File: config.mk
export PLATFORM = sky130hd
export DESIGN_NAME = ue_search_space_candidates_flat
export DESIGN_NICKNAME = d
export VERILOG_FILES = /design/src/rtl/core/ussc_pkg.sv /design/src/rtl/core/ussc_if.sv /design/src/rtl/core/ussc_hash_step.sv /design/src/rtl/core/ussc_rem_unit.sv /design/src/rtl/core/ue_search_space_candidates.sv /design/src/flat_wrapper.sv
export SDC_FILE = /design/constraint.sdc
export NUM_CORES = 1
export LEC_CHECK = 0
export ABC_AREA = 1
export BUFFER_PORTS_ARGS = -buffer_cell sky130_fd_sc_hd__clkbuf_2
export CAP_MARGIN = 20
export CORE_MARGIN = 1
export CORE_UTILIZATION = 40
export DETAILED_ROUTE_END_ITERATION = 10
export PLACE_DENSITY_LB_ADDON = 0.3
export SYNTH_ARGS = -nofsm -noshare
export SYNTH_HDL_FRONTEND = slang
export SYNTH_SLANG_ARGS = --single-unit
File: constraint.sdc
create_clock -name clk -period 6.14 [get_ports clk]
set_input_delay 0.614 -clock clk [delete_from_list [all_inputs] [get_ports clk]]
set_output_delay 0.614 -clock clk [all_outputs]
set_load 0.05 [all_outputs]
File: src/rtl/core/ussc_pkg.sv
// Package: constants, tables and types shared by the search space candidate block
`default_nettype none
package ussc_pkg;

  localparam int RNTI_W  = 16;
  localparam int SF_W    = 4;
  localparam int SIZE_W  = 7;
  localparam int CCE_W   = 7;
  localparam int LVL_W   = 2;
  localparam int Y_W     = 17;
  localparam int PROD_W  = 32;
  localparam int CAND_W  = 3;
  localparam int DCNT_W  = $clog2(Y_W + 1);

  localparam logic [15:0]  HASH_MULT = 16'd39827;
  localparam logic [17:0]  HASH_MOD  = 18'd65537;

  localparam logic [LVL_W-1:0] LVL_TOP = 2'd3;
  localparam logic [LVL_W-1:0] LVL_ONE = 2'd0;

  // candidates per level before capping, indexed by log2 of the level
  localparam logic [CAND_W-1:0] CAND_LIMIT [4] = '{3'd6, 3'd6, 3'd2, 3'd2};

  typedef enum logic [2:0] {
    ST_IDLE,
    ST_HMUL,
    ST_HRED,
    ST_LVL,
    ST_DIV,
    ST_EMIT
  } seq_state_t;

  typedef struct packed {
    logic             start;
    logic [Y_W-1:0]   dividend;
    logic [CCE_W-1:0] divisor;
  } rem_req_t;

  typedef struct packed {
    logic             done;
    logic [CCE_W-1:0] rem;
  } rem_rsp_t;

endpackage
`default_nettype wire

File: src/rtl/core/ussc_if.sv
// Interfaces: input item channel and candidate result channel
`default_nettype none
interface ussc_in_if;
  logic                         valid;
  logic                         ready;
  logic [ussc_pkg::RNTI_W-1:0]  rnti;
  logic [ussc_pkg::SF_W-1:0]    subframe;
  logic [ussc_pkg::SIZE_W-1:0]  payload_bits;

  modport source (output valid, output rnti, output subframe, output payload_bits,
                  input ready);
  modport sink   (input valid, input rnti, input subframe, input payload_bits,
                  output ready);
endinterface

interface ussc_out_if;
  logic                         valid;
  logic                         ready;
  logic [ussc_pkg::LVL_W-1:0]   level_log2;
  logic [ussc_pkg::CCE_W-1:0]   start_cce;
  logic [ussc_pkg::SIZE_W-1:0]  size_echo;
  logic                         last;

  modport source (output valid, output level_log2, output start_cce, output size_echo,
                  output last, input ready);
  modport sink   (input valid, input level_log2, input start_cce, input size_echo,
                  input last, output ready);
endinterface
`default_nettype wire

File: src/rtl/core/ussc_hash_step.sv
// Hash step: registered multiply by 39827, then reduction modulo 65537
`default_nettype none
module ussc_hash_step (
  input  wire logic                      clk,
  input  wire logic                      load,
  input  wire logic [ussc_pkg::Y_W-1:0]  y_in,
  output logic      [ussc_pkg::Y_W-1:0]  y_out
);

  logic [ussc_pkg::PROD_W-1:0] prod_r;
  logic [17:0]                 diff;

  always_ff @(posedge clk) begin
    if (load) begin
      prod_r <= ussc_pkg::PROD_W'(ussc_pkg::HASH_MULT) * ussc_pkg::PROD_W'(y_in);
    end
  end

  // 2^16 is -1 modulo 65537: low half minus high half
  always_comb begin
    diff = 18'(prod_r[15:0]) - 18'(prod_r[31:16]);
    if (diff[17]) begin
      y_out = ussc_pkg::Y_W'(diff + ussc_pkg::HASH_MOD);
    end else begin
      y_out = ussc_pkg::Y_W'(diff);
    end
  end

endmodule
`default_nettype wire

File: src/rtl/core/ussc_rem_unit.sv
// Remainder unit: restoring division, one dividend bit per cycle
`default_nettype none
module ussc_rem_unit (
  input  wire logic               clk,
  input  wire logic               rst_n,
  input  wire ussc_pkg::rem_req_t req,
  output ussc_pkg::rem_rsp_t      rsp
);

  logic                            busy_r;
  logic                            done_r;
  logic [ussc_pkg::DCNT_W-1:0]     cnt_r;
  logic [ussc_pkg::Y_W-1:0]        shift_r;
  logic [ussc_pkg::CCE_W-1:0]      rem_r;
  logic [ussc_pkg::CCE_W-1:0]      div_r;
  logic [ussc_pkg::CCE_W:0]        trial;
  logic [ussc_pkg::CCE_W:0]        trial_sub;

  always_comb begin
    trial     = {rem_r, shift_r[ussc_pkg::Y_W-1]};
    trial_sub = trial - {1'b0, div_r};
  end

  always_ff @(posedge clk) begin
    if (!rst_n) begin
      busy_r <= 1'b0;
      done_r <= 1'b0;
      cnt_r  <= '0;
    end else begin
      done_r <= 1'b0;
      if (req.start) begin
        busy_r <= 1'b1;
        cnt_r  <= ussc_pkg::DCNT_W'(ussc_pkg::Y_W);
      end else if (busy_r) begin
        cnt_r <= cnt_r - 1'b1;
        if (cnt_r == ussc_pkg::DCNT_W'(1)) begin
          busy_r <= 1'b0;
          done_r <= 1'b1;
        end
      end
    end
  end

  always_ff @(posedge clk) begin
    if (req.start) begin
      shift_r <= req.dividend;
      div_r   <= req.divisor;
      rem_r   <= '0;
    end else if (busy_r) begin
      shift_r <= shift_r << 1;
      if (trial >= {1'b0, div_r}) begin
        rem_r <= ussc_pkg::CCE_W'(trial_sub);
      end else begin
        rem_r <= ussc_pkg::CCE_W'(trial);
      end
    end
  end

  assign rsp.done = done_r;
  assign rsp.rem  = rem_r;

endmodule
`default_nettype wire

File: src/rtl/core/ue_search_space_candidates.sv
// Top level: UE-specific search space candidate generator with its sequencer
// Sequence: the hash steps of HMUL and HRED, subframe+1 of them, then per level with room
// the setup, the remainder unit, the hand-off and the first candidate, then one further
// candidate per cycle while the output takes them; a level without room only passes LVL.
// Throughput: one item at a time; a new item is taken only when the block is idle.
// Reset: synchronous, active low; cce_count returns to 16, the block goes idle.
`default_nettype none
module ue_search_space_candidates (
  input  wire logic                          clk,
  input  wire logic                          rst_n,
  input  wire logic                          cfg_we,
  input  wire logic [ussc_pkg::CCE_W-1:0]    cfg_wdata,
  ussc_in_if.sink                            in_ch,
  ussc_out_if.source                         out_ch
);

  ussc_pkg::seq_state_t             state_r, state_nxt;
  logic [ussc_pkg::CCE_W-1:0]       cce_count_r;
  logic [ussc_pkg::Y_W-1:0]         y_r, y_nxt;
  logic [ussc_pkg::SF_W-1:0]        iter_r, iter_nxt;
  logic [ussc_pkg::SIZE_W-1:0]      size_r, size_nxt;
  logic [ussc_pkg::LVL_W-1:0]       lg_r, lg_nxt;
  logic [ussc_pkg::CCE_W-1:0]       slots_r, slots_nxt;
  logic [ussc_pkg::CAND_W-1:0]      cands_r, cands_nxt;
  logic [ussc_pkg::CAND_W-1:0]      m_r, m_nxt;
  logic [ussc_pkg::CCE_W-1:0]       r_r, r_nxt;
  logic                             out_valid_r, out_valid_nxt;
  logic [ussc_pkg::LVL_W-1:0]       out_lvl_r, out_lvl_nxt;
  logic [ussc_pkg::CCE_W-1:0]       out_start_r, out_start_nxt;
  logic                             out_last_r, out_last_nxt;

  logic [ussc_pkg::Y_W-1:0]         y_hashed;
  logic [ussc_pkg::CCE_W-1:0]       slots_now;
  logic [ussc_pkg::CAND_W-1:0]      limit_now;
  logic [ussc_pkg::CCE_W-1:0]       r_inc;
  ussc_pkg::rem_req_t               rem_req;
  ussc_pkg::rem_rsp_t               rem_rsp;

  ussc_hash_step u_hash (
    .clk   (clk),
    .load  (state_r == ussc_pkg::ST_HMUL),
    .y_in  (y_r),
    .y_out (y_hashed)
  );

  ussc_rem_unit u_rem (
    .clk   (clk),
    .rst_n (rst_n),
    .req   (rem_req),
    .rsp   (rem_rsp)
  );

  always_comb begin
    slots_now = cce_count_r >> lg_r;
    limit_now = ussc_pkg::CAND_LIMIT[lg_r];
    r_inc     = r_r + 1'b1;

    rem_req.start    = (state_r == ussc_pkg::ST_LVL) && (slots_now != '0);
    rem_req.dividend = y_r;
    rem_req.divisor  = slots_now;

    state_nxt     = state_r;
    y_nxt         = y_r;
    iter_nxt      = iter_r;
    size_nxt      = size_r;
    lg_nxt        = lg_r;
    slots_nxt     = slots_r;
    cands_nxt     = cands_r;
    m_nxt         = m_r;
    r_nxt         = r_r;
    out_valid_nxt = out_valid_r;
    out_lvl_nxt   = out_lvl_r;
    out_start_nxt = out_start_r;
    out_last_nxt  = out_last_r;

    case (state_r)
      ussc_pkg::ST_IDLE: begin
        if (in_ch.valid) begin
          y_nxt     = ussc_pkg::Y_W'(in_ch.rnti);
          iter_nxt  = in_ch.subframe;
          size_nxt  = in_ch.payload_bits;
          state_nxt = ussc_pkg::ST_HMUL;
        end
      end
      ussc_pkg::ST_HMUL: begin
        state_nxt = ussc_pkg::ST_HRED;
      end
      ussc_pkg::ST_HRED: begin
        y_nxt = y_hashed;
        if (iter_r == '0) begin
          lg_nxt    = ussc_pkg::LVL_TOP;
          state_nxt = ussc_pkg::ST_LVL;
        end else begin
          iter_nxt  = iter_r - 1'b1;
          state_nxt = ussc_pkg::ST_HMUL;
        end
      end
      ussc_pkg::ST_LVL: begin
        slots_nxt = slots_now;
        m_nxt     = '0;
        if (ussc_pkg::CCE_W'(limit_now) > slots_now) begin
          cands_nxt = ussc_pkg::CAND_W'(slots_now);
        end else begin
          cands_nxt = limit_now;
        end
        if (slots_now != '0) begin
          state_nxt = ussc_pkg::ST_DIV;
        end else if (lg_r == ussc_pkg::LVL_ONE) begin
          state_nxt = ussc_pkg::ST_IDLE;
        end else begin
          lg_nxt = lg_r - 1'b1;
        end
      end
      ussc_pkg::ST_DIV: begin
        if (rem_rsp.done) begin
          r_nxt         = rem_rsp.rem;
          out_valid_nxt = 1'b1;
          out_lvl_nxt   = lg_r;
          out_start_nxt = ussc_pkg::CCE_W'(rem_rsp.rem << lg_r);
          out_last_nxt  = (lg_r == ussc_pkg::LVL_ONE) && (cands_r == ussc_pkg::CAND_W'(1));
          state_nxt     = ussc_pkg::ST_EMIT;
        end
      end
      ussc_pkg::ST_EMIT: begin
        if (out_ch.ready) begin
          if (m_r == cands_r - 1'b1) begin
            out_valid_nxt = 1'b0;
            if (lg_r == ussc_pkg::LVL_ONE) begin
              state_nxt = ussc_pkg::ST_IDLE;
            end else begin
              lg_nxt    = lg_r - 1'b1;
              state_nxt = ussc_pkg::ST_LVL;
            end
          end else begin
            m_nxt = m_r + 1'b1;
            if (r_inc == slots_r) begin
              r_nxt = '0;
            end else begin
              r_nxt = r_inc;
            end
            out_start_nxt = ussc_pkg::CCE_W'(r_nxt << lg_r);
            out_last_nxt  = (lg_r == ussc_pkg::LVL_ONE) && (m_nxt == cands_r - 1'b1);
          end
        end
      end
      default: begin
        state_nxt     = ussc_pkg::ST_IDLE;
        out_valid_nxt = 1'b0;
      end
    endcase
  end

  always_ff @(posedge clk) begin
    if (!rst_n) begin
      state_r     <= ussc_pkg::ST_IDLE;
      out_valid_r <= 1'b0;
      cce_count_r <= ussc_pkg::CCE_W'(16);
    end else begin
      state_r     <= state_nxt;
      out_valid_r <= out_valid_nxt;
      if (cfg_we) begin
        cce_count_r <= cfg_wdata;
      end
    end
  end

  always_ff @(posedge clk) begin
    y_r         <= y_nxt;
    iter_r      <= iter_nxt;
    size_r      <= size_nxt;
    lg_r        <= lg_nxt;
    slots_r     <= slots_nxt;
    cands_r     <= cands_nxt;
    m_r         <= m_nxt;
    r_r         <= r_nxt;
    out_lvl_r   <= out_lvl_nxt;
    out_start_r <= out_start_nxt;
    out_last_r  <= out_last_nxt;
  end

  assign in_ch.ready       = (state_r == ussc_pkg::ST_IDLE);
  assign out_ch.valid      = out_valid_r;
  assign out_ch.level_log2 = out_lvl_r;
  assign out_ch.start_cce  = out_start_r;
  assign out_ch.size_echo  = size_r;
  assign out_ch.last       = out_last_r;

`ifndef SYNTHESIS
  a_idle_no_pending: assert property (@(posedge clk) disable iff (!rst_n)
    in_ch.ready |-> !out_ch.valid)
    else $error("input taken while a candidate is pending");

  a_last_on_level_one: assert property (@(posedge clk) disable iff (!rst_n)
    (out_ch.valid && out_ch.last) |-> (out_ch.level_log2 == ussc_pkg::LVL_ONE))
    else $error("last flag on a level above one");

  a_start_in_range: assert property (@(posedge clk) disable iff (!rst_n)
    out_ch.valid |-> (out_ch.start_cce < cce_count_r))
    else $error("candidate starts beyond the control region");

  a_rem_done_in_div: assert property (@(posedge clk) disable iff (!rst_n)
    rem_rsp.done |-> (state_r == ussc_pkg::ST_DIV))
    else $error("remainder finished outside the division step");
`endif

endmodule
`default_nettype wire
File: src/flat_wrapper.sv
// flat-port wrapper written by rule: the top's interface ports become plain ports
module ue_search_space_candidates_flat 
  (clk, rst_n, cfg_we, cfg_wdata, in_ch_valid, in_ch_rnti, in_ch_subframe, in_ch_payload_bits, in_ch_ready, out_ch_valid, out_ch_level_log2, out_ch_start_cce, out_ch_size_echo, out_ch_last, out_ch_ready);
  ussc_in_if in_ch_i ();
  ussc_out_if out_ch_i ();
  input  wire logic clk;
  input  wire logic rst_n;
  input  wire logic cfg_we;
  input  wire logic [ussc_pkg::CCE_W-1:0] cfg_wdata;
  input wire logic [$bits(in_ch_i.valid)-1:0] in_ch_valid;
  input wire logic [$bits(in_ch_i.rnti)-1:0] in_ch_rnti;
  input wire logic [$bits(in_ch_i.subframe)-1:0] in_ch_subframe;
  input wire logic [$bits(in_ch_i.payload_bits)-1:0] in_ch_payload_bits;
  output wire logic [$bits(in_ch_i.ready)-1:0] in_ch_ready;
  output wire logic [$bits(out_ch_i.valid)-1:0] out_ch_valid;
  output wire logic [$bits(out_ch_i.level_log2)-1:0] out_ch_level_log2;
  output wire logic [$bits(out_ch_i.start_cce)-1:0] out_ch_start_cce;
  output wire logic [$bits(out_ch_i.size_echo)-1:0] out_ch_size_echo;
  output wire logic [$bits(out_ch_i.last)-1:0] out_ch_last;
  input wire logic [$bits(out_ch_i.ready)-1:0] out_ch_ready;
  assign in_ch_i.valid = in_ch_valid;
  assign in_ch_i.rnti = in_ch_rnti;
  assign in_ch_i.subframe = in_ch_subframe;
  assign in_ch_i.payload_bits = in_ch_payload_bits;
  assign in_ch_ready = in_ch_i.ready;
  assign out_ch_valid = out_ch_i.valid;
  assign out_ch_level_log2 = out_ch_i.level_log2;
  assign out_ch_start_cce = out_ch_i.start_cce;
  assign out_ch_size_echo = out_ch_i.size_echo;
  assign out_ch_last = out_ch_i.last;
  assign out_ch_i.ready = out_ch_ready;
  ue_search_space_candidates u_core (.clk(clk), .rst_n(rst_n), .cfg_we(cfg_we), .cfg_wdata(cfg_wdata), .in_ch(in_ch_i), .out_ch(out_ch_i));
endmodule
======== Word-level counts from Yosys, hierarchy flattened ========
Cells that the tools add are included.
word-level totals
  output and inout bits ................... 19
  register bits ........................... 141
  logic and storage cells ................. 142
cells by class
  $add $sub $neg .......................... 9
  $mul .................................... 1
  order comparisons ....................... 3
  eq/ne operators ......................... 19
  shift-type cells ........................ 3
  bitwise operators ....................... 4
  reductions and logical operators ........ 24
  mux-type cells .......................... 57
operators by type and width
  cell                                                 number
  2-to-1 mux 7 bit                                     11
  2-to-1 mux 17 bit                                    4
  one-hot mux 17 bit (2 select lines)                  1
  2-to-1 mux 3 bit                                     11
  multiplier 16 x 17 -> 32 bit (first input constant)  1
  one-hot mux 7 bit (2 select lines)                   2
  one-hot mux 3 bit (6 select lines)                   1
  adder 17 bit (second input constant)                 1
  subtractor 16 x 16 -> 17 bit                         1
  2-to-1 mux 2 bit                                     7
  << shifter 7 x 2 -> 7 bit                            2
  inequality test 2 bit (second input constant)        6
  2-to-1 mux 1 bit                                     10
  2-to-1 mux 5 bit                                     2
  AND reduction 5 bit                                  2
  greater-or-equal comparator 8 x 7 -> 1 bit           1
  2-to-1 mux 4 bit                                     2
  one-hot mux 4 bit (2 select lines)                   1
  AND reduction 4 bit                                  2
  nonzero test 2 bit                                   4
  adder 7 x 1 -> 7 bit (second input constant)         1
  == test 7 bit                                        1
  > comparator 3 x 7 -> 1 bit                          1
  nonzero test 7 bit                                   1
  other kinds (32)                                     44

======== Depth between registers and ports, before layout ========
  depth after elaboration ................. 10
  mapped depth ............................ 24

======== Hierarchy ========
From an unflattened synthesis, not the netlist that was laid out.
unflattened totals
  cells, all modules ...................... 1,637
  area, all modules ....................... 13,610.6 sq um
modules (own cells, without submodules)
  module                      seq. area each (sq um)  cells each  times used  area an instance (sq um)
  ussc_hash_step              960.9                   988         1           8,017.7
  ue_search_space_candidates  2,021.9                 421         1           3,637.2
  ussc_rem_unit               1,001.0                 228         1           1,955.6

======== Least setup slack after synthesis ========
No wires, ideal clock.
  kind .................................... register -> register
  start point ............................. register u_core.y_r[7] in the netlist's numbering
  end point ............................... register u_core.u_hash.prod_r[29] in the netlist's numbering, data pin
  stages on the path, launching flop included .. 21
  required time ........................... 5.888 ns
  slack ................................... 0.853 ns
  setup time .............................. 0.252 ns
  data arrival time ....................... 5.035 ns
  cell sequence ........................... edfxtp_1 -> fa_1 -> fa_1 -> inv_1 -> fa_1 -> inv_1 -> fa_1 -> fa_1 -> inv_1 -> fa_1 -> inv_1 -> ha_1 -> a21oi_1 -> o21ai_0 -> a21oi_1 -> nand3_1 -> a21o_1 -> nand2_1 -> nand2_1 -> nand2_1 -> nand2_1
on the way
  cells in the longest elaborated chain, start to end .. 1
RTL lines
  item                          line                               source
  start, declared               ue_search_space_candidates.sv:19   logic [ussc_pkg::Y_W-1:0] y_r, y_nxt;
  start signal, assigned        ue_search_space_candidates.sv:168  y_r <= y_nxt;
  multiplier 16 x 17 -> 32 bit  ussc_hash_step.sv:15               prod_r <= ussc_pkg::PROD_W'(ussc_pkg::HASH_MULT) * ussc_pkg::PROD_W'(y_in);
  end signal, assigned          ussc_hash_step.sv:15
  end, declared                 ussc_hash_step.sv:10               logic [ussc_pkg::PROD_W-1:0] prod_r;
Every way passes these cells.
A chain may end at the register's enable or synchronous reset.

======== Final worst setup path ========
  start point ............................. register u_core.y_r[5] in the netlist's numbering
  end point ............................... register u_core.u_hash.prod_r[28] in the netlist's numbering, data pin
Same word-level chain as after synthesis.

==> run metrics <==
Core Region between 30000 and 40000 µm²; DRC 0; Placement Rows 65; Syn Nets around 1800; largest net degree at the start of global routing 38; reg2reg path depth 20; Setup crit start kind register; Max FO, Critical Path 9; port bufs 57; grt ovf 0; worst hold-check path type primary input to register; ys async rst share 0%; post_cts resized 0; final hold vios 0; routability cong. 0.938; Post-synth EDFFs approximately 120; Syn Inst Count 1531; synth top area cells edfxtp_1, ha_1, fa_1; first-iteration detailed-routing DRC count 562; H-Tree Depth 4; Critical Path Sink Type register; fmax approximately 180 MHz; total track usage between 20 and 25%; fin nets 1907; first-pass GRT wire length ~53 mm; yosys warns 0; FILL cells 3183; number of global-route vias before repair around 10000; CTS tree yes; vias per cell 4.87; Synth top area share 26.6%; post-synthesis cell type count between 40 and 50; number of maximum-capacitance violations 0; Post-Syn Area roughly 13000 µm²; total CTS buffers 17; Area Overhead vs Synth 11.0%; Max Slew Vio Count 0; clock sink count around 140; register bit total from synthesis ~140; Post-DP Area 13900 µm²; Hold WS roughly 0.35 ns; initial antenna violation count 0; postcts setup bufs 0; Layout Cells excl Fill a little over 2000; Die Outline Area 33500 µm²; status completed; drt pass-1 iters 5; Tightest Pin Transition between 1 and 1.5 ns; CP arrival 5.86 ns; final instance area 14500 µm²; DRT antenna net count 0; Clock Skew roughly 0.014 ns; wire per inst ~16 µm; placed cell count slightly above 2000; fin crit share about 90%; RSZ-0062 raised after global routing false; Clock Tree Buf Depth 2; DRT Wirelength 32.2 mm; CTS Root Buffer Type clkbuf_16; Syn Area/Cell ~8.6 µm²; post-DP HPWL 27.1 mm; Final setup viols 0; layout cells sized above 1 under 10%; clk slew on worst S/H paths 0.07 ns; Die Ht 183 µm; Crit Path Category register to register; Primary FF master, synth edfxtp_1; Slew HR between 20 and 30%; Clock Latency Late Sink approximately 0.45 ns; Die X approximately 180 µm; CTS Hold Bufs 0; Vias 9989; crit path time final 5.66 ns; sequential fraction of the synthesis area around 30%; required time worst endpoint approximately 6.3 ns; leading area contributor after synthesis edfxtp_1; Starting Density between 40% and 50%; total negative setup slack 0 ns; IO Count slightly below 60; hold depth 1
[critical path, cell delays in order, from the launching register on]
cell and delay [ns]:
edfxtp_1 0.62, fa_1 0.62, inv_1 0.05, fa_1 0.42, fa_1 0.54, inv_1 0.05, fa_1 0.46, fa_1 0.55
inv_1 0.05, fa_1 0.54, inv_1 0.04, ha_1 0.37, a21oi_1 0.19, o21ai_0 0.11, a21oi_1 0.14, nand3_1 0.19
a21o_1 0.23, nand2_1 0.08, nand2_1 0.05, nand2_1 0.06, nand2_1 0.05
[area by class of cell]
type	instances	area, µm²	share of cell area [%]
multi-input combinational	1048	7810	53.7
sequential	141	3980	27.4
inverter	324	1220	8.36
tap	435	544	3.74
clock buffer	17	425	2.93
timing repair buffer	71	390	2.68
clock inverter	15	169	1.16
antenna	1	2.50	0.0172
[cells in the mapped netlist, types with 5 or more instances]
cell type,instances
nand4_1,13
nor3_1,14
fa_1,93
a21oi_1,59
nor2_1,105
a21o_1,5
o21ai_0,47
o21ai_1,13
ha_1,172
buf_4,5
dfxtp_1,25
clkbuf_1,10
o21ai_2,6
inv_1,313
nand2_1,335
a31oi_1,6
nand3_1,77
xnor2_1,18
nand3b_1,9
xor2_1,33
edfxtp_1,116
inv_2,9
[sequential cells by signal, summed over array words and instances, names as in the netlist, 2 cells and up]
| signal | cells |
|---|---|
| u_core.y_r | 17 |
| u_core.u_rem.div_r | 7 |
| u_core.iter_r | 4 |
| u_core.u_rem.shift_r | 17 |
| u_core.lg_r | 2 |
| u_core.state_r | 3 |
| u_core.out_ch.size_echo | 7 |
| u_core.cands_r | 3 |
| u_core.r_r | 7 |
| u_core.u_hash.prod_r | 32 |
| u_core.out_ch.level_log2 | 2 |
| u_core.u_rem.cnt_r | 5 |
| u_core.out_ch.start_cce | 7 |
| u_core.m_r | 3 |
| u_core.u_rem.rem_r | 7 |
| u_core.cce_count_r | 7 |
| u_core.slots_r | 7 |
[per-stage QoR]
step	worst slack [ns]	utilization (%)
3_5_place_dp	0.521	43.7
6_report	0.484	45.6
2_1_floorplan	0.853	-
4_1_cts	0.481	45.6
3_3_place_gp	0.541	43.7
5_1_grt	0.212	45.6
[path summary, 6_finish.rpt]
kind / from / end / slack [ns]
max: u_core.y_r[5] / u_core.u_hash.prod_r[28] / 0.48
max reg2reg: u_core.y_r[5] / u_core.u_hash.prod_r[28] / 0.48
min reg2reg: u_core.u_rem.cnt_r[2] / u_core.u_rem.cnt_r[2] / 0.48
min: in_ch_payload_bits[3] / u_core.out_ch.size_echo[3] / 0.35
[cells by family after synthesis]
logic type,synth area share (%)
xor+xnor,3.59
fa+ha+maj,30.6
simple gates,18.5
buf+inv,10.1
flops,30.4
compound gates,6.73
[layer usage]
layer	GRT usage (%)	vias to the layer above	wire [µm]
li1	-	5040	-
met1	28.4	4741	15400
met2	32.9	176	14900
met3	3.65	32	1350
met4	5.60	0	518
met5	0	-	0
[cell usage in the layout, fill, tap and decap left out, types with 6 or more instances in the layout]
cell	instances
dfxtp_1	25
clkbuf_2	57
xnor2_1	18
nand2_1	335
o21ai_1	13
a21oi_1	59
clkbuf_16	17
a31oi_1	6
nand3_1	77
o21ai_2	6
nor2_1	105
ha_1	172
xor2_1	33
edfxtp_1	116
inv_2	9
nand3b_1	9
buf_4	14
inv_1	313
o21ai_0	47
fa_1	93
nor3_1	12
nand4_1	13
Power is left out: the tool's default activity adds up to more than one toggle a clock period on the data nets, which glitch-free logic cannot reach.
